`src/design/i2c_register_access_master_defines.svh`:
```
// Assertion macros used by the phase sequencer of the register access master RTL.
`ifndef I2C_REGISTER_ACCESS_MASTER_DEFINES_SVH
`define I2C_REGISTER_ACCESS_MASTER_DEFINES_SVH

// A condition that must hold at every clock edge out of reset.
`define I2CRA_ASSERT_ALWAYS(lbl, cond, msg) \
  lbl: assert property (@(posedge clk) disable iff (!rst_n) (cond)) else $error(msg);

// A condition that must hold in the cycle after the trigger.
`define I2CRA_ASSERT_NEXT(lbl, ante, cons, msg) \
  lbl: assert property (@(posedge clk) disable iff (!rst_n) (ante) |=> (cons)) else $error(msg);

`endif

```
`src/design/i2cra_pkg.sv`:
```
// Types and constants of the I2C register access master.
`default_nettype none

package i2cra_pkg;

  typedef enum logic [1:0] {
    FUNC_TICK  = 2'd0,
    FUNC_WRITE = 2'd1,
    FUNC_READ  = 2'd2
  } func_t;

  localparam logic [6:0] DEV_ADDR_RST = 7'd104;

  // Phase numbers of the bus schedule, counted from one.
  localparam logic [6:0] PH_IDLE_HIGH   = 7'd1;
  localparam logic [6:0] PH_START       = 7'd2;
  localparam logic [6:0] PH_ADDR_W      = 7'd3;
  localparam logic [6:0] PH_REG         = 7'd21;
  localparam logic [6:0] PH_REG_END     = 7'd38;
  localparam logic [6:0] PH_SECOND      = 7'd39;
  localparam logic [6:0] PH_RESTART_END = 7'd41;
  localparam logic [6:0] PH_ADDR_R      = 7'd42;
  localparam logic [6:0] PH_ADDR_R_END  = 7'd59;
  localparam logic [6:0] PH_RX          = 7'd60;
  localparam logic [6:0] WRITE_PHASES   = 7'd59;
  localparam logic [6:0] READ_PHASES    = 7'd80;

  // Offset within an 18-phase byte slot at which the ack bit begins.
  localparam logic [4:0] SLOT_ACK_OFF   = 5'd16;

  typedef struct packed {
    logic       scl;
    logic       sda_release;
    logic       busy_res;
    logic       done_res;
    logic [7:0] read_data;
    logic       nack_seen;
  } res_t;

endpackage

`default_nettype wire

```
`src/design/i2cra_chan_if.sv`:
```
// Request and result channel interfaces of the I2C register access master.
`default_nettype none

interface i2cra_req_if;
  logic       valid;
  logic       ready;
  logic [1:0] func;
  logic [7:0] reg_addr;
  logic [7:0] write_data;
  logic       sda_in;

  modport source (output valid, output func, output reg_addr, output write_data,
                  output sda_in, input ready);
  modport sink (input valid, input func, input reg_addr, input write_data,
                input sda_in, output ready);
endinterface

interface i2cra_res_if;
  logic       valid;
  logic       ready;
  logic       scl;
  logic       sda_release;
  logic       busy_res;
  logic       done_res;
  logic [7:0] read_data;
  logic       nack_seen;

  modport source (output valid, output scl, output sda_release, output busy_res,
                  output done_res, output read_data, output nack_seen, input ready);
  modport sink (input valid, input scl, input sda_release, input busy_res,
                input done_res, input read_data, input nack_seen, output ready);
endinterface

`default_nettype wire

```
`src/design/i2cra_phase_engine.sv`:
```
// Phase sequencer: transaction state and the pin levels of one bus phase.
`default_nettype none
`include "i2c_register_access_master_defines.svh"

module i2cra_phase_engine
  import i2cra_pkg::*;
(
  input  wire logic       clk,
  input  wire logic       rst_n,
  input  wire logic       cfg_we,
  input  wire logic [6:0] cfg_wdata,
  input  wire logic       accept,
  input  wire logic [1:0] func,
  input  wire logic [7:0] reg_addr,
  input  wire logic [7:0] write_data,
  input  wire logic       sda_in,
  output res_t            res
);

  logic [6:0] dev_addr_r;
  logic [6:0] step_r, step_nxt;
  logic       is_read_r;
  logic [7:0] shift_r, shift_nxt;
  logic [7:0] held_reg_r;
  logic [7:0] held_data_r;
  logic [7:0] recv_r, recv_nxt;
  logic       nack_r, nack_nxt;

  logic       start;
  logic       rd;
  logic [7:0] reg_e;
  logic [7:0] data_e;
  logic [6:0] s;
  logic [6:0] last;
  logic [7:0] wa;
  logic [7:0] ra;
  logic [7:0] s_plus2;
  logic [7:0] p_full;
  logic [1:0] p;
  logic [6:0] off_full;
  logic [4:0] off;
  logic [7:0] slot_val;
  logic       slot_en;
  logic       slot_rx;
  logic       high;
  logic [7:0] base;
  logic       scl;
  logic       rel;
  logic       busy;
  logic       done;

  always_comb begin
    start    = (step_r == '0) &&
               ((func == FUNC_WRITE) || (func == FUNC_READ));
    rd       = start ? (func == FUNC_READ) : is_read_r;
    reg_e    = start ? reg_addr : held_reg_r;
    data_e   = start ? write_data : held_data_r;
    s        = start ? PH_IDLE_HIGH : step_r;
    last     = rd ? READ_PHASES : WRITE_PHASES;
    wa       = {dev_addr_r, 1'b0};
    ra       = {dev_addr_r, 1'b1};
    s_plus2  = {1'b0, s} + 8'd2;
    p_full   = s_plus2 - {1'b0, last};
    p        = p_full[1:0];
    off_full = '0;
    slot_val = '0;
    slot_en  = 1'b0;
    slot_rx  = 1'b0;
    base     = shift_r;
    scl      = 1'b1;
    rel      = 1'b1;
    busy     = 1'b0;
    done     = 1'b0;
    shift_nxt = shift_r;
    nack_nxt  = start ? 1'b0 : nack_r;
    recv_nxt  = recv_r;
    step_nxt  = step_r;

    if (s != '0) begin
      if (s == PH_IDLE_HIGH) begin
        rel = 1'b1;
      end else if (s == PH_START) begin
        rel = 1'b0;
      end else if (s_plus2 >= {1'b0, last}) begin
        // Stop condition: SCL low, SCL high with SDA low, then release SDA.
        scl = (p != 2'd0);
        rel = (p == 2'd2);
      end else if (s <= PH_REG_END) begin
        slot_en  = 1'b1;
        off_full = (s >= PH_REG) ? (s - PH_REG) : (s - PH_ADDR_W);
        slot_val = (s < PH_REG) ? wa : reg_e;
      end else if (!rd) begin
        slot_en  = 1'b1;
        off_full = s - PH_SECOND;
        slot_val = data_e;
      end else if (s <= PH_RESTART_END) begin
        // Repeated start.
        scl = (s != PH_SECOND);
        rel = (s != PH_RESTART_END);
      end else if (s <= PH_ADDR_R_END) begin
        slot_en  = 1'b1;
        off_full = s - PH_ADDR_R;
        slot_val = ra;
      end else begin
        slot_en  = 1'b1;
        slot_rx  = 1'b1;
        off_full = s - PH_RX;
      end

      off  = off_full[4:0];
      high = off[0];
      if (slot_en) begin
        scl = high;
        if (off < SLOT_ACK_OFF) begin
          if (slot_rx) begin
            base      = (off == '0) ? 8'd0 : shift_r;
            shift_nxt = high ? {base[6:0], sda_in} : base;
            rel       = 1'b1;
          end else begin
            base      = (off == '0) ? slot_val : shift_r;
            rel       = base[7];
            shift_nxt = high ? {base[6:0], 1'b0} : base;
          end
        end else begin
          rel = 1'b1;
          if (high && !slot_rx && sda_in) begin
            nack_nxt = 1'b1;
          end
        end
      end

      if (s >= last) begin
        done     = 1'b1;
        step_nxt = '0;
        if (rd) begin
          recv_nxt = shift_nxt;
        end
      end else begin
        busy     = 1'b1;
        step_nxt = s + 7'd1;
      end
    end else begin
      off  = '0;
      high = 1'b0;
    end

    res.scl         = scl;
    res.sda_release = rel;
    res.busy_res    = busy;
    res.done_res    = done;
    res.read_data   = recv_nxt;
    res.nack_seen   = nack_nxt;
  end

  always_ff @(posedge clk) begin
    if (!rst_n) begin
      dev_addr_r  <= DEV_ADDR_RST;
      step_r      <= '0;
      is_read_r   <= 1'b0;
      shift_r     <= '0;
      held_reg_r  <= '0;
      held_data_r <= '0;
      recv_r      <= '0;
      nack_r      <= 1'b0;
    end else begin
      if (cfg_we) begin
        dev_addr_r <= cfg_wdata;
      end
      if (accept) begin
        step_r      <= step_nxt;
        is_read_r   <= rd;
        shift_r     <= shift_nxt;
        held_reg_r  <= reg_e;
        held_data_r <= data_e;
        recv_r      <= recv_nxt;
        nack_r      <= nack_nxt;
      end
    end
  end

  `I2CRA_ASSERT_ALWAYS(a_step_bound, step_r <= READ_PHASES, "phase step past read length")
  `I2CRA_ASSERT_ALWAYS(a_write_bound, is_read_r || (step_r <= WRITE_PHASES), "write overran")
  `I2CRA_ASSERT_NEXT(a_start_adv, accept && start, step_r == PH_START, "start did not advance")
  `I2CRA_ASSERT_NEXT(a_done_idle, accept && res.done_res, step_r == '0, "done left busy")

endmodule

`default_nettype wire

```
`src/design/i2cra_out_stage.sv`:
```
// Result register between the phase sequencer and the result channel.
`default_nettype none

module i2cra_out_stage
  import i2cra_pkg::*;
(
  input  wire logic clk,
  input  wire logic rst_n,
  input  wire logic push,
  input  wire res_t res_in,
  output logic      can_push,
  output logic      out_valid,
  input  wire logic out_ready,
  output res_t      res_out
);

  logic valid_r, valid_nxt;
  res_t data_r;

  always_comb begin
    can_push  = !valid_r || out_ready;
    valid_nxt = push || (valid_r && !out_ready);
  end

  always_ff @(posedge clk) begin
    if (!rst_n) begin
      valid_r <= 1'b0;
    end else begin
      valid_r <= valid_nxt;
    end
  end

  always_ff @(posedge clk) begin
    if (push) begin
      data_r <= res_in;
    end
  end

  assign out_valid = valid_r;
  assign res_out   = data_r;

endmodule

`default_nettype wire

```
`src/design/i2c_register_access_master.sv`:
```
// Top level of the I2C register access master, one bus phase per request.
// A request's result is registered and offered on the next cycle.
// Throughput: one request per cycle; the phase sequencer decides each phase in a
// single pass from its step counter, and a request waits only while a result stalls.
// Reset (rst_n, synchronous, active low) idles the bus and sets the address to 104.
`default_nettype none

module i2c_register_access_master
  import i2cra_pkg::*;
(
  input  wire logic       clk,
  input  wire logic       rst_n,
  input  wire logic       cfg_we,
  input  wire logic [6:0] cfg_wdata,
  i2cra_req_if.sink       in_chan,
  i2cra_res_if.source     out_chan
);

  // A valid request is taken whenever the result register is empty or being drained,
  // so the sequencer only holds still while no request is offered or a finished result waits downstream.
  logic accept;
  logic can_push;
  res_t res_comb;
  res_t res_q;

  assign in_chan.ready = can_push;
  assign accept        = in_chan.valid && can_push;

  // The sequencer holds the transaction state and decides the pin levels of
  // the phase that each accepted request represents.
  i2cra_phase_engine u_engine (
    .clk        (clk),
    .rst_n      (rst_n),
    .cfg_we     (cfg_we),
    .cfg_wdata  (cfg_wdata),
    .accept     (accept),
    .func       (in_chan.func),
    .reg_addr   (in_chan.reg_addr),
    .write_data (in_chan.write_data),
    .sda_in     (in_chan.sda_in),
    .res        (res_comb)
  );

  // The result register decouples the result channel from the request side.
  i2cra_out_stage u_out (
    .clk       (clk),
    .rst_n     (rst_n),
    .push      (accept),
    .res_in    (res_comb),
    .can_push  (can_push),
    .out_valid (out_chan.valid),
    .out_ready (out_chan.ready),
    .res_out   (res_q)
  );

  assign out_chan.scl         = res_q.scl;
  assign out_chan.sda_release = res_q.sda_release;
  assign out_chan.busy_res    = res_q.busy_res;
  assign out_chan.done_res    = res_q.done_res;
  assign out_chan.read_data   = res_q.read_data;
  assign out_chan.nack_seen   = res_q.nack_seen;

endmodule

`default_nettype wire
```
`src/flat_wrapper.sv`:
```
// flat-port wrapper written by rule: the top's interface ports become plain ports
module i2c_register_access_master_flat import i2cra_pkg::*;
  (clk, rst_n, cfg_we, cfg_wdata, in_chan_valid, in_chan_func, in_chan_reg_addr, in_chan_write_data, in_chan_sda_in, in_chan_ready, out_chan_valid, out_chan_scl, out_chan_sda_release, out_chan_busy_res, out_chan_done_res, out_chan_read_data, out_chan_nack_seen, out_chan_ready);
  i2cra_req_if in_chan_i ();
  i2cra_res_if out_chan_i ();
  input  wire logic clk;
  input  wire logic rst_n;
  input  wire logic cfg_we;
  input  wire logic [6:0] cfg_wdata;
  input wire logic [$bits(in_chan_i.valid)-1:0] in_chan_valid;
  input wire logic [$bits(in_chan_i.func)-1:0] in_chan_func;
  input wire logic [$bits(in_chan_i.reg_addr)-1:0] in_chan_reg_addr;
  input wire logic [$bits(in_chan_i.write_data)-1:0] in_chan_write_data;
  input wire logic [$bits(in_chan_i.sda_in)-1:0] in_chan_sda_in;
  output wire logic [$bits(in_chan_i.ready)-1:0] in_chan_ready;
  output wire logic [$bits(out_chan_i.valid)-1:0] out_chan_valid;
  output wire logic [$bits(out_chan_i.scl)-1:0] out_chan_scl;
  output wire logic [$bits(out_chan_i.sda_release)-1:0] out_chan_sda_release;
  output wire logic [$bits(out_chan_i.busy_res)-1:0] out_chan_busy_res;
  output wire logic [$bits(out_chan_i.done_res)-1:0] out_chan_done_res;
  output wire logic [$bits(out_chan_i.read_data)-1:0] out_chan_read_data;
  output wire logic [$bits(out_chan_i.nack_seen)-1:0] out_chan_nack_seen;
  input wire logic [$bits(out_chan_i.ready)-1:0] out_chan_ready;
  assign in_chan_i.valid = in_chan_valid;
  assign in_chan_i.func = in_chan_func;
  assign in_chan_i.reg_addr = in_chan_reg_addr;
  assign in_chan_i.write_data = in_chan_write_data;
  assign in_chan_i.sda_in = in_chan_sda_in;
  assign in_chan_ready = in_chan_i.ready;
  assign out_chan_valid = out_chan_i.valid;
  assign out_chan_scl = out_chan_i.scl;
  assign out_chan_sda_release = out_chan_i.sda_release;
  assign out_chan_busy_res = out_chan_i.busy_res;
  assign out_chan_done_res = out_chan_i.done_res;
  assign out_chan_read_data = out_chan_i.read_data;
  assign out_chan_nack_seen = out_chan_i.nack_seen;
  assign out_chan_i.ready = out_chan_ready;
  i2c_register_access_master u_core (.clk(clk), .rst_n(rst_n), .cfg_we(cfg_we), .cfg_wdata(cfg_wdata), .in_chan(in_chan_i), .out_chan(out_chan_i));
endmodule
```
`config.mk`:
```
export PLATFORM = sky130hd
export DESIGN_NAME = i2c_register_access_master_flat
export DESIGN_NICKNAME = d
export VERILOG_FILES = /design/src/design/i2cra_pkg.sv /design/src/design/i2cra_chan_if.sv /design/src/design/i2cra_phase_engine.sv /design/src/design/i2cra_out_stage.sv /design/src/design/i2c_register_access_master.sv /design/src/flat_wrapper.sv
export VERILOG_INCLUDE_DIRS = /design/src /design/src/design
export SDC_FILE = /design/constraint.sdc
export NUM_CORES = 1
export LEC_CHECK = 0
export ABC_AREA = 1
export BUFFER_PORTS_ARGS = -buffer_cell sky130_fd_sc_hd__buf_2
export CAP_MARGIN = 20
export CORE_MARGIN = 2
export CORE_UTILIZATION = 55
export DETAILED_ROUTE_END_ITERATION = 7
export GPL_ROUTABILITY_DRIVEN = 1
export GPL_TIMING_DRIVEN = 0
export PLACE_DENSITY_LB_ADDON = 0.1
export SLEW_MARGIN = 10
export SYNTH_ARGS = -nofsm -noshare
export SYNTH_HDL_FRONTEND = slang
export SYNTH_SLANG_ARGS = --single-unit
```
`constraint.sdc`:
```
create_clock -name clk -period 4.55 [get_ports clk]
set_input_delay 0.455 -clock clk [delete_from_list [all_inputs] [get_ports clk]]
set_output_delay 0.455 -clock clk [all_outputs]
set_load 0.1 [all_outputs]
```
==> results.cfg, run 1 <==
[place]
port_buffers = 44
globalplace.congestion = 0.976
place_area_mm2 = 0.00478
place.detailed.hpwl_um = 8910

[synthesis]
synth_top_area_share = 0.221
yosysWarnings = 0
synth_cell_types = 45
synth_edf_count = 13
ys_ff_latch = 62
syn_nets = 687
avgSynthCellArea_um2 = 6.99
ys_seq_area_frac = 0.309
ys.flop_type = dfxtp_1
ys_async_sr_fraction = 0
synth_cells = 634
syn_area_mm2 = 0.00443
synthTopCellsByArea = dfxtp_1 22%, nand2_1 13%, edfxtp_1 8.8%
yosys.area.top_type = dfxtp_1

[detailed_routing]
wl_per_cell_um = 14.9
wl_met2_um = 5400
wl_met3_um = 918
initialDrtViolationCount = 358
top_layer = met4
drc = 0
vias = 4449
vias_per_cell = 5.53
met1_length_um = 5330
drt-total-wl_um = 12000
drtAntennaViolNets = 0
dr.pass1.iters = 5

[sta]
period_minus_slack_ns = 4.15
clock_skew_ns = 0.0145
fmax_mhz = 241
hold_viol = 0
setup_viol = 0
setup_tns_ns = 0
maxSlewHeadroom = 0.568
finalMaxSlewViolations = 0
tightest_slew_ns = 0.641
period_share = 0.911

[power]
p_int_mw = 1.36
combPwrFrac = 0.580
p_per_area_mw_per_mm2 = 539
pwr-share-seq = 0.264
p_sw_frac = 0.503
clockPowerShare = 0.157
leakage_nw = 2.50
p_sw_mw = 1.37
peakVddDrop_mv = 0.237

[clock_tree]
cts_tree = done
htreeDepth = 3
cts.clk_slew.worst_paths_ns = 0.08
cts_sinks = 62
cts_max_path_buffers = 2
cts_root_buffer = clkbuf_8
cts_buffers = 9
ctsHoldBuffers = 0
clock_latency_ns = 0.35

[critical_path]
ff2ff_setup_slack_ns = 0.40
cp-start-kind = register
endpoint_kind = register
cpPeakStageDelay_ns = 0.39
path_class = register to register
critPathSlowestCell = dfxtp_4
critPathArrivalTime_ns = 4.26
r2r_start = u_core.u_engine.step_r[2]
crit_path_frequent_cell = nand2_1
r2r_cells = 33
timing.rr.end = u_core.u_out.res_out[1]
worstPathRequired_ns = 4.67
crit_path_max_fanout = 10

[global_routing]
antenna_found_initial = 0
grt_pass1_vias = 4165
grt-ovfl-total = 0
grt_pass1_wl_um = 19800
grt_util_all_layers = 0.287
grt_max_degree = 23

[min_path]
hold_start = cfg_wdata[6]
hold_path_class = input pin to register
min_delay_path_depth = 3
hold_end = u_core.u_engine.dev_addr_r[6]

[floorplanning]
die_area_mm2 = 0.00879
core_area_mm2 = 0.00777
num_io_pins = 46
rows = 32
start_util = 0.571
die_height_um = 93.8
die_x_um = 93.8

[job]
maxCapViolations = 0

[final_layout]
diodes = 0
final_area_mm2 = 0.00507
fillers = 719
drive_gt1_frac = 0.208
fin_nets = 750
area_growth_pct = 14.3

[run_status]
status = completed
layout by cell type (no fill, tap or decap), drive strengths merged, types with 6 or more instances in the layout:
cell and instances:
nand2 169, inv 85, buf 67, a21oi 55, o21ai 54, dfxtp 49
nor2 38, nand3 37, clkbuf 25, ha 20, nand4 19, edfxtp 13
o211ai 9, xor2 9, or2 9, mux2i 8, clkinv 7, a41oi 6
nor3 6
worst max-delay path by stage:
stage                              start                 endpoint  slack, ns  cells after the start
4_1_cts        u_core.u_engine.step_r[3]  u_core.u_out.res_out[1]       0.05                     33
2_1_floorplan            in_chan_func[0]  u_core.u_out.res_out[1]       0.53                     34
3_3_place_gp             in_chan_func[0]  u_core.u_out.res_out[1]      -0.18                     31
3_5_place_dp             in_chan_func[0]  u_core.u_out.res_out[1]      -0.22                     31
5_1_grt        u_core.u_engine.step_r[3]  u_core.u_out.res_out[1]      -0.02                     29
6_report       u_core.u_engine.step_r[2]  u_core.u_out.res_out[1]       0.40                     33
synthesized netlist by cell type, types with 5 or more instances:
cell type	count
nand2_1	153
inv_1	75
a21oi_1	51
dfxtp_1	49
o21ai_0	48
nor2_1	33
nand3_1	32
ha_1	20
nand4_1	17
clkbuf_1	16
edfxtp_1	13
inv_2	11
nand2_2	10
o211ai_1	9
xor2_1	9
mux2i_1	8
or2_2	8
a41oi_1	6
buf_2	6
nand2_4	6
nor3_1	6
buf_6	5
o21ai_2	5
routing by layer:
layer,GRT usage,up-vias
met5,0,-
met4,0.100,0
met3,0.0666,30
met2,0.456,185
met1,0.382,2017
li1,-,2217
through the flow:
stage | std cells | power, mW | setup WS, ns | util | hold slack, ns
after detailed placement | 780 | 2.20 | -0.221 | 0.615 | 0.464
after floorplan | 634 | 1.88 | 0.527 | - | 0.442
after global placement | 780 | 2.18 | -0.176 | 0.615 | 0.471
after CTS | 795 | 2.63 | 0.0483 | 0.637 | 0.303
after global routing | 804 | 2.94 | -0.0238 | 0.652 | 0.328
final | 804 | 2.73 | 0.403 | 0.652 | 0.307
sequential cells by signal, indices dropped and copies added (netlist names):
| register | count |
|---|---|
| u_core.u_out.res_out | 13 |
| u_core.u_engine.held_data_r | 8 |
| u_core.u_engine.held_reg_r | 8 |
| u_core.u_engine.recv_r | 8 |
| u_core.u_engine.shift_r | 8 |
| u_core.u_engine.dev_addr_r | 7 |
| u_core.u_engine.step_r | 7 |
| u_core.u_engine.is_read_r | 1 |
| u_core.u_engine.nack_r | 1 |
| u_core.u_out.out_valid | 1 |
power by group through the flow:
stage | Combinational [mW] | Clock (mW) | Sequential (mW)
floorplan | 1.03 | 0 | 0.849
global placement | 1.46 | 0 | 0.724
detailed placement | 1.48 | 0 | 0.725
CTS | 1.48 | 0.430 | 0.715
global route | 1.76 | 0.450 | 0.731
finish | 1.58 | 0.429 | 0.720
logic make-up (layout without fill, tap and decap cells):
family,Yosys count,in the layout,share of synthesized area
mux,8,8,0.0181
buf+inv,118,186,0.115
xor+xnor,10,10,0.0198
fa+ha+maj,22,22,0.0655
compound gates,134,134,0.174
simple gates,280,280,0.298
flops,62,62,0.309
critical path, delay by kind of cell, from the launching register on:
family	cells	cell delay (ns)
adder cells (fa/ha/maj)	3	0.66
AO/OA/AOI/OAI	3	0.32
AND/OR/NAND/NOR	17	1.46
flip-flops	1	0.39
buffers and inverters	9	0.90
XOR/XNOR	1	0.15
layout make-up:
| class | instances | area [um2] | area share |
|---|---|---|---|
| Multi-Input combinational cell | 454 | 2580 | 0.509 |
| Buffer | 29 | 185 | 0.0365 |
| Clock inverter | 6 | 38.8 | 0.00765 |
| Inverter | 88 | 337 | 0.0664 |
| Clock buffer | 10 | 128 | 0.0252 |
| Tap cell | 102 | 128 | 0.0252 |
| Sequential cell | 62 | 1380 | 0.272 |
| Timing Repair Buffer | 53 | 295 | 0.0583 |
timing repair:
action	in CTS	in global routing
gates resized for setup	4	16
hold endpoints to repair	0	0
endpoints found under the setup margin	11	27
pin swaps	0	3
buffers inserted	0	8
Power figures use the tool's default switching activity.
==> run 2: changes to the inputs <==
--- a/config.mk
+++ b/config.mk
@@ -9,6 +9,7 @@
 export ABC_AREA = 1
 export BUFFER_PORTS_ARGS = -buffer_cell sky130_fd_sc_hd__buf_2
 export CAP_MARGIN = 20
+export CORE_ASPECT_RATIO = 1.2
 export CORE_MARGIN = 2
 export CORE_UTILIZATION = 55
 export DETAILED_ROUTE_END_ITERATION = 7
==> run 2 against run 1 <==
  * Sequential power about the same
  * Clock skew decreased by 0.0060 ns
  * Power up 2.0%
  * Worst setup slack worse by 0.12 ns
  * Non-clock buffer count decreased by 4
  * Die area is essentially flat
  * Clock power rose by 17%
  * Critical path type unchanged
==> results.cfg, run 2 (synthesized netlist as in run 1, its figures left out) <==
[run_status]
status = completed

[detailed_routing]
initialDrtViolationCount = 294
drt-total-wl_um = 12200
vias = 4444
drtAntennaViolNets = 0
dr.pass1.iters = 5
wl_per_cell_um = 15.4
drc = 0
vias_per_cell = 5.63

[sta]
setup_tns_ns = 0
setup_viol = 0
fmax_mhz = 235
period_minus_slack_ns = 4.26
period_share = 0.937
hold_viol = 0
finalMaxSlewViolations = 0
tightest_slew_ns = 0.575
rsz0062_at_grt = no
clock_skew_ns = 0.00854
maxSlewHeadroom = 0.612

[final_layout]
area_growth_pct = 14.2
layout_common_cells = 152 x nand2_1, 70 x inv_1, 50 x a21oi_1, 50 x buf_2, 48 x o21ai_0
regArea_mm2 = 0.00138
largest_reg_flops = 13
fin_cells = 790
diodes = 0
drive_gt1_frac = 0.205
multi_input_area_mm2 = 0.00259
mostFrequentLayoutCell = nand2_1
fin_nets = 746
fillers = 729

[global_routing]
grt-ovfl-total = 0
grt_pass1_wl_um = 19700
antenna_found_initial = 0
grt_max_degree = 15
grt_pass1_vias = 4141
grt_util_all_layers = 0.285

[floorplanning]
num_io_pins = 46
rows = 35
die_x_um = 85.9
core_area_mm2 = 0.00775
start_util = 0.572
die_height_um = 102
die_area_mm2 = 0.00879

[place]
port_buffers = 44
dp_cells = 771
globalplace.congestion = 0.936
place.detailed.hpwl_um = 9060

[power]
leakage_nw = 2.49
peakVddDrop_mv = 0.278
p_per_area_mw_per_mm2 = 550

[clock_tree]
cts_buffers = 9
cts.clk_slew.worst_paths_ns = 0.07
cts_sinks = 62
cts_max_path_buffers = 2
clock_latency_ns = 0.36
cts_root_buffer = clkbuf_8
cts_tree = done
htreeDepth = 3

[critical_path]
endpoint_kind = register
crit_path_frequent_cell = inv_2
r2r_start = u_core.u_engine.step_r[3]
cp-start-kind = register
ff2ff_setup_slack_ns = 0.29
critPathArrivalTime_ns = 4.35
worstPathRequired_ns = 4.64
critPathSlowestCell = o32ai_1
crit_path_max_fanout = 10
path_class = register to register
cpPeakStageDelay_ns = 0.51
timing.rr.end = u_core.u_out.res_out[0]
r2r_cells = 26

[min_path]
hold_start = cfg_wdata[6]
hold_path_class = input pin to register
min_delay_path_depth = 3
hold_end = u_core.u_engine.dev_addr_r[6]

[job]
maxCapViolations = 0
run 2: power breakdown:
| group | switching (mW) | internal (mW) |
|---|---|---|
| Clock | 0.231 | 0.270 |
| Combinational | 1.08 | 0.484 |
| Sequential | 0.0649 | 0.655 |
run 2: repair_timing:
action | in CTS | in global routing
hold buffers | 0 | 0
setup endpoints to repair | 17 | 27
buffers inserted | 0 | 4
resized for setup | 5 | 17
pin swaps | 0 | 1
run 2: critical path: cells and delay by family (launching register included):
kind / cells / cell delay (ns)
buffers and inverters: 8 / 0.93
AOI/OAI and AO/OA: 2 / 0.65
adders and majority gates: 3 / 0.60
DFF: 1 / 0.39
and+or+nand+nor: 12 / 1.27
xor gates and xnor gates: 1 / 0.15
run 2: how the worst max path moves through the flow:
| stage | startpoint | end | slack [ns] |
|---|---|---|---|
| 6_report | u_core.u_engine.step_r[3] | u_core.u_out.res_out[0] | 0.29 |
| 5_1_grt | u_core.u_engine.step_r[3] | u_core.u_out.res_out[1] | 0.02 |
| 4_1_cts | u_core.u_engine.step_r[3] | u_core.u_out.res_out[1] | 0.01 |
| 3_5_place_dp | in_chan_func[0] | u_core.u_out.res_out[1] | -0.21 |
| 3_3_place_gp | in_chan_func[0] | u_core.u_out.res_out[1] | -0.16 |
| 2_1_floorplan | in_chan_func[0] | u_core.u_out.res_out[1] | 0.53 |
run 2: stage by stage:
step	worst slack, ns	hold slack, ns	cell area (um2)	total power [mW]	utilization
6_report	0.286	0.309	5060	2.79	0.653
5_1_grt	0.0210	0.328	5060	2.99	0.653
4_1_cts	0.0147	0.303	4980	2.72	0.643
3_5_place_dp	-0.206	0.479	4780	2.21	0.616
3_3_place_gp	-0.158	0.473	4770	2.18	0.615
2_1_floorplan	0.527	0.442	4430	1.88	-
run 2: area by class of cell:
| type | instances | share of cell area |
|---|---|---|
| plain buffers | 29 | 0.0366 |
| repair buffers | 49 | 0.0517 |
| flip-flops and latches | 62 | 0.272 |
| clock inverters | 3 | 0.00915 |
| inverters | 88 | 0.0665 |
| well taps | 92 | 0.0227 |
| clock buffers | 13 | 0.0294 |
| multi-input cells | 454 | 0.511 |
run 2: metal layers:
metal / track usage / vias up / routed length (um)
met4: 0.136 / 0 / 388
met5: 0 / - / 0
met1: 0.354 / 2042 / 5160
met2: 0.478 / 159 / 5930
li1: - / 2211 / -
met3: 0.0533 / 32 / 686
